[src/rtl/radial_cosine_wave_pixel_defines.svh]
// Assertion macros shared by the radial cosine wave pixel RTL
`ifndef RADIAL_COSINE_WAVE_PIXEL_DEFINES_SVH
`define RADIAL_COSINE_WAVE_PIXEL_DEFINES_SVH

// same-cycle implication, disabled during reset
`define RCWP_ASSERT_NOW(lbl, clk, rst_n, ante, cons, msg) \
    lbl: assert property (@(posedge clk) disable iff (!rst_n) (ante) |-> (cons)) \
        else $error(msg);

// next-cycle implication, disabled during reset
`define RCWP_ASSERT_NEXT(lbl, clk, rst_n, ante, cons, msg) \
    lbl: assert property (@(posedge clk) disable iff (!rst_n) (ante) |=> (cons)) \
        else $error(msg);

`endif

[src/rtl/rcwp_div.sv]
// Pipelined restoring divider, one quotient bit per stage
module rcwp_div #(
    parameter int NUM_W = 16,
    parameter int DEN_W = 16
) (
    input  logic             i_clk,
    input  logic             i_en,
    input  logic [NUM_W-1:0] i_num,
    input  logic [DEN_W-1:0] i_rem,
    input  logic [DEN_W-1:0] i_den,
    output logic [NUM_W-1:0] o_quo,
    output logic [DEN_W-1:0] o_rem
);
    // stage s holds the dividend bits still to come, with quotient bits shifted in
    logic [NUM_W-1:0] r_num [NUM_W];
    logic [DEN_W-1:0] r_rem [NUM_W];

    for (genvar s = 0; s < NUM_W; s++) begin : g_step
        logic [NUM_W-1:0] w_num;
        logic [DEN_W-1:0] w_rem;
        logic [DEN_W:0]   w_trial;
        logic             w_ge;
        logic [NUM_W-1:0] n_num;
        logic [DEN_W-1:0] n_rem;

        if (s == 0) begin : g_first
            assign w_num = i_num;
            assign w_rem = i_rem;
        end else begin : g_next
            assign w_num = r_num[s-1];
            assign w_rem = r_rem[s-1];
        end

        // bring down one bit, subtract if it fits
        always_comb begin
            w_trial = {w_rem, w_num[NUM_W-1]};
            w_ge    = w_trial >= {1'b0, i_den};
            n_rem   = w_ge ? DEN_W'(w_trial - {1'b0, i_den}) : w_trial[DEN_W-1:0];
            n_num   = {w_num[NUM_W-2:0], w_ge};
        end

        always_ff @(posedge i_clk) begin
            if (i_en) begin
                r_num[s] <= n_num;
                r_rem[s] <= n_rem;
            end
        end
    end

    assign o_quo = r_num[NUM_W-1];
    assign o_rem = r_rem[NUM_W-1];
endmodule

[config.mk]
export PLATFORM = sky130hd
export DESIGN_NAME = rcwp_div
export DESIGN_NICKNAME = d
export VERILOG_FILES = /design/src/rtl/radial_cosine_wave_pixel_defines.svh /design/src/rtl/rcwp_div.sv
export SDC_FILE = /design/constraint.sdc
export NUM_CORES = 1
export LEC_CHECK = 0
export BUFFER_PORTS_ARGS = -buffer_cell sky130_fd_sc_hd__clkbuf_2
export CORE_UTILIZATION = 28
export CTS_BUF_LIST = sky130_fd_sc_hd__clkbuf_8
export DETAILED_ROUTE_END_ITERATION = 7
export GPL_ROUTABILITY_DRIVEN = 0
export PLACE_DENSITY_LB_ADDON = 0.2
export SETUP_SLACK_MARGIN = 0.02
export SYNTH_ARGS = -nofsm -noshare
export SYNTH_HDL_FRONTEND = slang
export SYNTH_SLANG_ARGS = --single-unit
[constraint.sdc]
create_clock -name i_clk -period 4.3 [get_ports i_clk]
set_clock_uncertainty 0.1 [all_clocks]
set_input_delay 0.86 -clock i_clk [delete_from_list [all_inputs] [get_ports i_clk]]
set_output_delay 0.86 -clock i_clk [all_outputs]
set_load 0.01 [all_outputs]
==> impl_metrics.yaml <==
routing:
  via_per_inst: 4.797
  routedWlPerCell_um: 17.17
  drt_wl_total_mm: 70.46
  drtPass1Iterations: 5
  vias: 19683
  ant_nets: 0
  initialDrtViolationCount: 1175
  drcViolationCount: 0
clocking:
  cts_hold_buffers: 0
  clock_path_buffers: 3
  cts-root-buf: "clkbuf_8"
  cts_sinks: 512
  cts_resized: 0
  path_clk_slew_ns: 0.06
  numCtsBuffers: 99
  insertion_delay_ns: 0.74
  cts_max_level: 3
  cts_tree: "built"
  postCtsSetupBuffers: 0
floorplanning:
  pin_count: 82
  fp.coreArea_um2: 104100
  rows: 118
  die_w_um: 326.8
  die_area_um2: 106800
  die_y_um: 326.8
  initial_utilization_pct: 28.37
timing:
  rsz0062_at_grt: "no"
  max_freq_ghz: 0.2715
  slew_violations: 0
  whs_ns: 0.1987
  setup_viol: 0
  relSlewSlack_pct: 38.14
  min_period_ns: 3.683
  hold_viol: 0
  tightest_slew_ns: 0.9269
  period_share_pct: 85.65
pwr:
  max-vdd-ir-drop_mv: 0.2698
  p_leak_nw: 13.34
  p_clk_share_pct: 18.2
  p_switching_mw: 9.219
  internal_power_mw: 15.97
  powerDensity_nw_per_um2: 734.6
  p_seq_share_pct: 34.1
  p_comb_share_pct: 47.6
  power_mw: 25.19
  p_sw_share_pct: 36.61
setup_path:
  end_kind: "register"
  critPathMaxFanout: 17
  critPathKind: "input pin to register"
  worst_ep_arrival_time_ns: 4.05
  cp.required_ns: 4.67
  start_kind: "input pin"
placement:
  dp_hpwl_mm: 50.28
  io_buffers: 81
  postPlaceCellArea_um2: 32450
global_routing:
  grt_start_max_net_pins: 74
  grt-ovfl-total: 0
  grt_pass1_vias: 20184
  grtUsageTotal_pct: 13.20
  grt_pass1_wl_mm: 111.2
  antenna_found_initial: 1
synth:
  syn-num-nets: 2724
  synth-async-reset-ratio_pct: 0
  syn_area_per_cell_um2: 12.29
  synth_warnings: 0
  synthesis.area_um2: 29530
  synth-seq-area-share_pct: 52.06
  synth.distinct_cells: 89
  synth_enable_flop_cells: 512
  synth_top_flop_cell: "edfxtp_1"
  ys_ff_latch: 512
  netlist_instances: 2402
final_layout:
  drive_gt1_share_pct: 18.01
  syn2layout_area_growth_pct: 16.09
  final_area_um2: 34280
  fin_nets: 2967
run_status:
  outcome: "completed"
job:
  drv_cap: 0
worst_hold_path:
  hold_path_class: "input pin to register"
-- power by group through the flow --
| stage | Sequential, mW | Clock (mW) | Combinational (mW) |
|---|---|---|---|
| after global placement | 8.74 | 0 | 11.7 |
| final | 8.59 | 4.59 | 12.0 |
| after detailed placement | 8.72 | 0 | 12.0 |
| after global routing | 8.76 | 5.03 | 13.4 |
| after floorplan | 8.35 | 0 | 9.25 |
| after CTS | 8.63 | 4.85 | 12.0 |
-- placed cells by master (no fill, tap or decap), types with 10 or more instances in the layout --
cell type / count
edfxtp_1: 512
ha_1: 256
a21oi_1: 193
nor2_1: 186
mux2_2: 129
xnor2_1: 126
o21ai_0: 119
nand2_1: 119
inv_1: 110
clkbuf_8: 99
clkbuf_2: 80
buf_4: 72
a21o_1: 65
xor2_1: 65
nor3_1: 43
nand3_1: 33
nand2b_1: 33
nor2b_1: 32
clkinv_1: 31
o21a_1: 28
nand4_1: 22
buf_12: 22
a31oi_1: 19
o21bai_1: 18
a211oi_1: 16
fa_1: 16
and3_1: 15
mux2i_1: 15
clkinv_2: 12
o31a_1: 11
mux2_4: 11
a21boi_0: 10
o211ai_1: 10
or3_1: 10
nor4_1: 10
-- critical path, stage by stage --
cell and delay, ns:
clkbuf_2 0.08, inv_1 0.39, buf_4 0.29, ha_1 0.22
nand2_1 0.09, nor2_1 0.26, nor4b_1 0.59, buf_4 0.22
o31a_1 0.62, mux2_2 0.41
-- flip-flops by register name, indices dropped and copies added, names as in the netlist --
signal	count
r_rem	256
r_num	256
-- final cells by class --
type | count | area, um2
Fill cell | 10352 | 69800
Sequential cell | 512 | 15370
Clock inverter | 78 | 467.9
Multi-Input combinational cell | 1770 | 13620
Inverter | 87 | 326.6
Timing Repair Buffer | 175 | 1396
Antenna cell | 2 | 5.005
Tap cell | 1380 | 1727
Clock buffer | 99 | 1363
-- stage by stage --
step / utilization, % / setup TNS [ns] / setup slack [ns] / instances
6_report: 32.94 / 0 / 0.6169 / 4103
3_5_place_dp: 31.17 / -0.6253 / -0.05975 / 3924
2_1_floorplan: - / 0 / 0.5173 / 2402
5_1_grt: 32.93 / 0 / 0.5670 / 4102
4_1_cts: 32.93 / 0 / 0.7559 / 4101
3_3_place_gp: 31.17 / 0 / 0.004251 / 3924
-- kinds of logic (layout without fill, tap and decap cells) --
logic type | Yosys count | after routing | share of synthesized area [%]
mux | 161 | 161 | 6.215
other cells | 0 | 2 | 0
buf+inv | 120 | 439 | 1.834
fa+ha+maj | 272 | 272 | 11.93
simple gates | 545 | 545 | 8.885
xor+xnor | 191 | 191 | 5.665
compound gates | 601 | 601 | 13.41
flops | 512 | 512 | 52.06
-- cell usage after synthesis (43+ instances only) --
cell      count  share of area, %
o21ai_0     119               2.0
ha_1        256                11
xor2_1       65               1.9
nand2_1     119               1.5
a21o_1       65               1.7
xnor2_1     126               3.7
mux2_2      129               4.9
a21oi_1     193               3.3
nor2_1      186               2.4
edfxtp_1    512                52
nor3_1       43              0.73
inv_1        86               1.1
-- path summary, 6_finish.rpt --
kind / start / end / slack, ns / cells past startpoint
setup / recovery: i_den[10] / r_rem[1][59] / 0.62 / 10
hold / removal: i_num[14] / r_num[0][15] / 0.20 / 1
setup reg to reg: r_rem[1][102] / r_rem[1][116] / 0.86 / 9
hold reg to reg: r_num[0][12] / r_num[0][29] / 0.29 / 0
-- routing by layer --
metal	global-route usage [%]	up-vias	share of wire, %
met5	0	-	0
met4	5.323	0	3.5
met3	2.550	143	4.5
met2	21.99	385	47
met1	16.73	9464	45
li1	-	9691	-
No activity file was read; power rests on OpenSTA's default activity.
