===== src/rtl/radial_cosine_wave_pixel_defines.svh =====
// Assertion macros shared by the radial cosine wave pixel RTL
`ifndef RADIAL_COSINE_WAVE_PIXEL_DEFINES_SVH
`define RADIAL_COSINE_WAVE_PIXEL_DEFINES_SVH

// same-cycle implication, disabled during reset
`define RCWP_ASSERT_NOW(lbl, clk, rst_n, ante, cons, msg) \
    lbl: assert property (@(posedge clk) disable iff (!rst_n) (ante) |-> (cons)) \
        else $error(msg);

// next-cycle implication, disabled during reset
`define RCWP_ASSERT_NEXT(lbl, clk, rst_n, ante, cons, msg) \
    lbl: assert property (@(posedge clk) disable iff (!rst_n) (ante) |=> (cons)) \
        else $error(msg);

`endif


===== src/rtl/rcwp_sqrt.sv =====
// Pipelined integer square root, one root bit per stage
module rcwp_sqrt #(
    parameter int IN_W = 34
) (
    input  logic              i_clk,
    input  logic              i_en,
    input  logic [IN_W-1:0]   i_val,
    output logic [IN_W/2-1:0] o_root
);
    localparam int ROOT_W = IN_W / 2;
    localparam int REM_W  = ROOT_W + 2;

    logic [IN_W-1:0]   r_val  [ROOT_W];
    logic [REM_W-1:0]  r_rem  [ROOT_W];
    logic [ROOT_W-1:0] r_root [ROOT_W];

    for (genvar s = 0; s < ROOT_W; s++) begin : g_step
        logic [IN_W-1:0]   w_val;
        logic [REM_W-1:0]  w_rem;
        logic [ROOT_W-1:0] w_root;
        logic [REM_W+1:0]  w_acc;
        logic [REM_W+1:0]  w_trial;
        logic              w_ge;
        logic [IN_W-1:0]   n_val;
        logic [REM_W-1:0]  n_rem;
        logic [ROOT_W-1:0] n_root;

        if (s == 0) begin : g_first
            assign w_val  = i_val;
            assign w_rem  = '0;
            assign w_root = '0;
        end else begin : g_next
            assign w_val  = r_val[s-1];
            assign w_rem  = r_rem[s-1];
            assign w_root = r_root[s-1];
        end

        // bring down two bits, try root*4+1
        always_comb begin
            w_acc   = {w_rem, w_val[IN_W-1 -: 2]};
            w_trial = (REM_W + 2)'({w_root, 2'b01});
            w_ge    = w_acc >= w_trial;
            n_rem   = w_ge ? REM_W'(w_acc - w_trial) : w_acc[REM_W-1:0];
            n_root  = {w_root[ROOT_W-2:0], w_ge};
            n_val   = {w_val[IN_W-3:0], 2'b00};
        end

        always_ff @(posedge i_clk) begin
            if (i_en) begin
                r_val[s]  <= n_val;
                r_rem[s]  <= n_rem;
                r_root[s] <= n_root;
            end
        end
    end

    assign o_root = r_root[ROOT_W-1];
endmodule


===== config.mk =====
export PLATFORM = sky130hd
export DESIGN_NAME = rcwp_sqrt
export DESIGN_NICKNAME = d
export VERILOG_FILES = /design/src/rtl/radial_cosine_wave_pixel_defines.svh /design/src/rtl/rcwp_sqrt.sv
export SDC_FILE = /design/constraint.sdc
export NUM_CORES = 1
export LEC_CHECK = 0
export BUFFER_PORTS_ARGS = -buffer_cell sky130_fd_sc_hd__clkbuf_2
export CAP_MARGIN = 20
export CORE_UTILIZATION = 55
export CTS_CLUSTER_SIZE = 20
export DETAILED_ROUTE_END_ITERATION = 8
export GPL_TIMING_DRIVEN = 1
export MAX_ROUTING_LAYER = met4
export PLACE_DENSITY = 0.71
export REMOVE_ABC_BUFFERS = 1
export SYNTH_ARGS = -nofsm -noshare
export SYNTH_HDL_FRONTEND = slang
export SYNTH_SLANG_ARGS = --single-unit

===== constraint.sdc =====
create_clock -name i_clk -period 3.03 [get_ports i_clk]
set_input_delay 0.4545 -clock i_clk [delete_from_list [all_inputs] [get_ports i_clk]]
set_output_delay 0.4545 -clock i_clk [all_outputs]
set_load 0.01 [all_outputs]

==> flow_metrics.tcl <==
set metrics [dict create \
    ant_nets 0 \
    grt_remaining_overflow 0 \
    dp_slack_ns 0.0128 \
    finalWorstSetupSlack_ns 0.0960 \
    insertion_delay_ns 0.63 \
    avgSynthCellArea_sq_um 13.2 \
    cpPeakStageDelay_ns 0.40 \
    register_area_sq_mm 0.0212 \
    synthCells 2487 \
    ys_warn_count 0 \
    worstMarginPinSlew_ns 0.621 \
    antenna_cells 0 \
    finalClockSkew_ns 0.0545 \
    die-area_sq_mm 0.0605 \
    ys_seq_area_frac 0.649 \
    fmax_mhz 341 \
    drive_above_1_share 0.101 \
    wl_met3_um 2470 \
    fin_cells 3506 \
    fin_crit_ns 2.93 \
    path_class "register to register" \
    clk_pin_slew_worst_paths_ns 0.06 \
    cts_sinks 707 \
    synth_edf_count 707 \
    dp_hpwl_um 40400 \
    power_density_mw_per_mm2 683 \
    drc 0 \
    path_max_fanout 3 \
    top_layer "met4" \
    area_delta_synth_final_pct 13.8 \
    cts_buffers 74 \
    slew_headroom 0.582 \
    worstSetupEndpointType "register" \
    grt_pass1_wl_um 94500 \
    timing.final.crit_share 0.968 \
    finalWirelength_um 57900 \
    crit_family "compound AO/OA/AOI/OAI gates" \
    ys_ff_latch 707 \
    grt_max_degree 93 \
    initial_core_util 0.556 \
    syn-cell-area_sq_mm 0.0327 \
    async_reset_ff_frac 0 \
    critical_path_buf_inv_count 1 \
    firstDrtPassIters 6 \
    slew_viol_final 0 \
    core-area_sq_mm 0.0589 \
    clockRootBuffer "clkbuf_16" \
    worst_hold_slack_ns 0.105 \
    cts_max_path_buffers 3 \
    cp_slowest_cell "edfxtp_1" \
    p_leak_uw 0.0143 \
    tritoncts "yes" \
    wire_per_inst_um 16.5 \
    nFillCells 4277 \
    place_congestion 0.926 \
    wl_met2_um 27700 \
    wl_met1_um 26300 \
    grt_setup_unrepaired "true" \
    final_nets 2880 \
    fp.dieH_um 246 \
    worst_ep_arrival_time_ns 3.31 \
    outcome "complete, no violations" \
    tns_ns 0 \
    min_path_type "input pin to register" \
    finalSetupViolCount 0 \
    multi_input_area_sq_mm 0.0106 \
    antenna_found_initial 0 \
    vias 19512 \
    critPathRequiredTime_ns 3.41 \
    num_rows 89 \
    hold_violations 0 \
    grt_pass1_vias 19182 \
    start_kind "register" \
    ioPinCount 53 \
    vdd_drop_max_mv 0.509 \
    vias_per_cell 5.57 \
    postLayoutCoreUtil 0.632 \
    grt.total_usage 0.200 \
    drt_iter0_drc 1540 \
    path_cells "ha_1 -> nor2b_1 -> o31ai_1 -> buf_4 -> a21oi_1 -> a311o_1 -> a211o_1 -> a211oi_2 -> mux2_2" \
    h-tree-depth 3 \
    ys.flop_type "edfxtp_1" \
    post-place-cells 3337 \
    drv_cap 0 \
    synth_cell_types 69 \
    numPortBuffers 52 \
    die_w_um 246 \
]
==> per-stage QoR <==
stage	power (uW)	area, sq um
global placement	16400	34400
CTS	25700	37200
detailed placement	16500	34400
finish	25400	37300
global route	26600	37300
floorplan	15300	32600
==> what timing repair did <==
action | CTS | global route
resized for setup | 1 | 4
buffers inserted | 0 | 1
pin swaps | 0 | 2
hold buffers | 32 | 0
endpoints found under the hold margin | 32 | 0
endpoints found under the setup margin | 1 | 12
==> final timing paths <==
kind | startpoint | endpoint | slack (ns) | cells after the start
setup reg to reg | r_rem[0][266] | r_rem[0][303] | 0.1 | 9
hold reg to reg | r_val[0][93] | r_val[0][127] | 0.41 | 0
hold / removal | i_val[33] | r_root[0][0] | 0.11 | 2
setup / recovery | r_rem[0][266] | r_rem[0][303] | 0.1 | 9
==> worst reg2reg max path: stages (launching register included) <==
cell and delay [ns]:
edfxtp_1 0.40, ha_1 0.32, nor2b_1 0.15, o31ai_1 0.21, buf_4 0.17, a21oi_1 0.14
a311o_1 0.37, a211o_1 0.33, a211oi_2 0.25, mux2_2 0.36
==> registers in the layout, indices dropped and copies added (netlist names) <==
register	cells
r_val	272
r_rem	282
r_root	153
==> power breakdown <==
part / switching, uW / internal (uW) / leakage (uW)
clock network: 3780 / 5210 / 0.00118
logic: 2090 / 1670 / 0.00637
registers: 615 / 12100 / 0.00677
total: 6480 / 19000 / 0.0143
==> cells in the final DEF, fill, tap and decap left out, drive strengths merged, types with 51 or more instances in the layout <==
cell type	Yosys	routed
nor3	62	62
nand3	51	51
xnor2	120	120
buf	11	69
inv	204	205
clkbuf	31	147
a21oi	171	171
xor2	89	89
nand2	143	143
nor2	156	156
ha	171	171
o21ai	124	124
edfxtp	707	707
==> Yosys cell counts (15+ instances only) <==
cell / number / area [sq um]
nor2_1: 156 / 586
nand2_1: 143 / 537
mux2_2: 28 / 315
nand2b_1: 41 / 257
or3_1: 17 / 106
o21ai_0: 123 / 616
a21o_1: 28 / 210
o21a_1: 40 / 300
a211oi_1: 15 / 113
nor2b_1: 30 / 188
o211ai_1: 18 / 135
inv_1: 204 / 766
nand4_1: 21 / 131
nand3_1: 51 / 255
edfxtp_1: 707 / 21200
xor2_1: 89 / 780
a21oi_1: 171 / 856
xnor2_1: 120 / 1050
nor4_1: 24 / 150
nor3_1: 62 / 310
or4_1: 21 / 158
ha_1: 171 / 2140
clkbuf_1: 31 / 116
==> routing by layer <==
layer | vias up | track usage
li1 | 9586 | -
met1 | 9382 | 0.263
met4 | 0 | 0.0601
met3 | 110 | 0.0342
met2 | 434 | 0.319
met5 | - | -
==> cell type report <==
cell class              count  area share
clock buffers              96      0.0519
flip-flops and latches    707       0.570
multi-input cells        1534       0.284
clock inverters            40      0.0144
inverters                 204      0.0206
well taps                 773      0.0260
repair buffers            152      0.0332
==> cells by family (layout without fill, tap and decap cells) <==
kind of cell               after synthesis  after routing  share of synthesized area
muxes                                   37             37                     0.0124
AOI/OAI and AO/OA                      482            482                     0.0902
and+or+nand+nor                        634            634                     0.0985
buffers and inverters                  246            492                     0.0289
xor gates and xnor gates               209            209                     0.0559
adders and majority gates              171            171                     0.0654
other                                    1              1                   0.000115
DFF                                    707            707                      0.649
(Power assumes the default switching activity.)
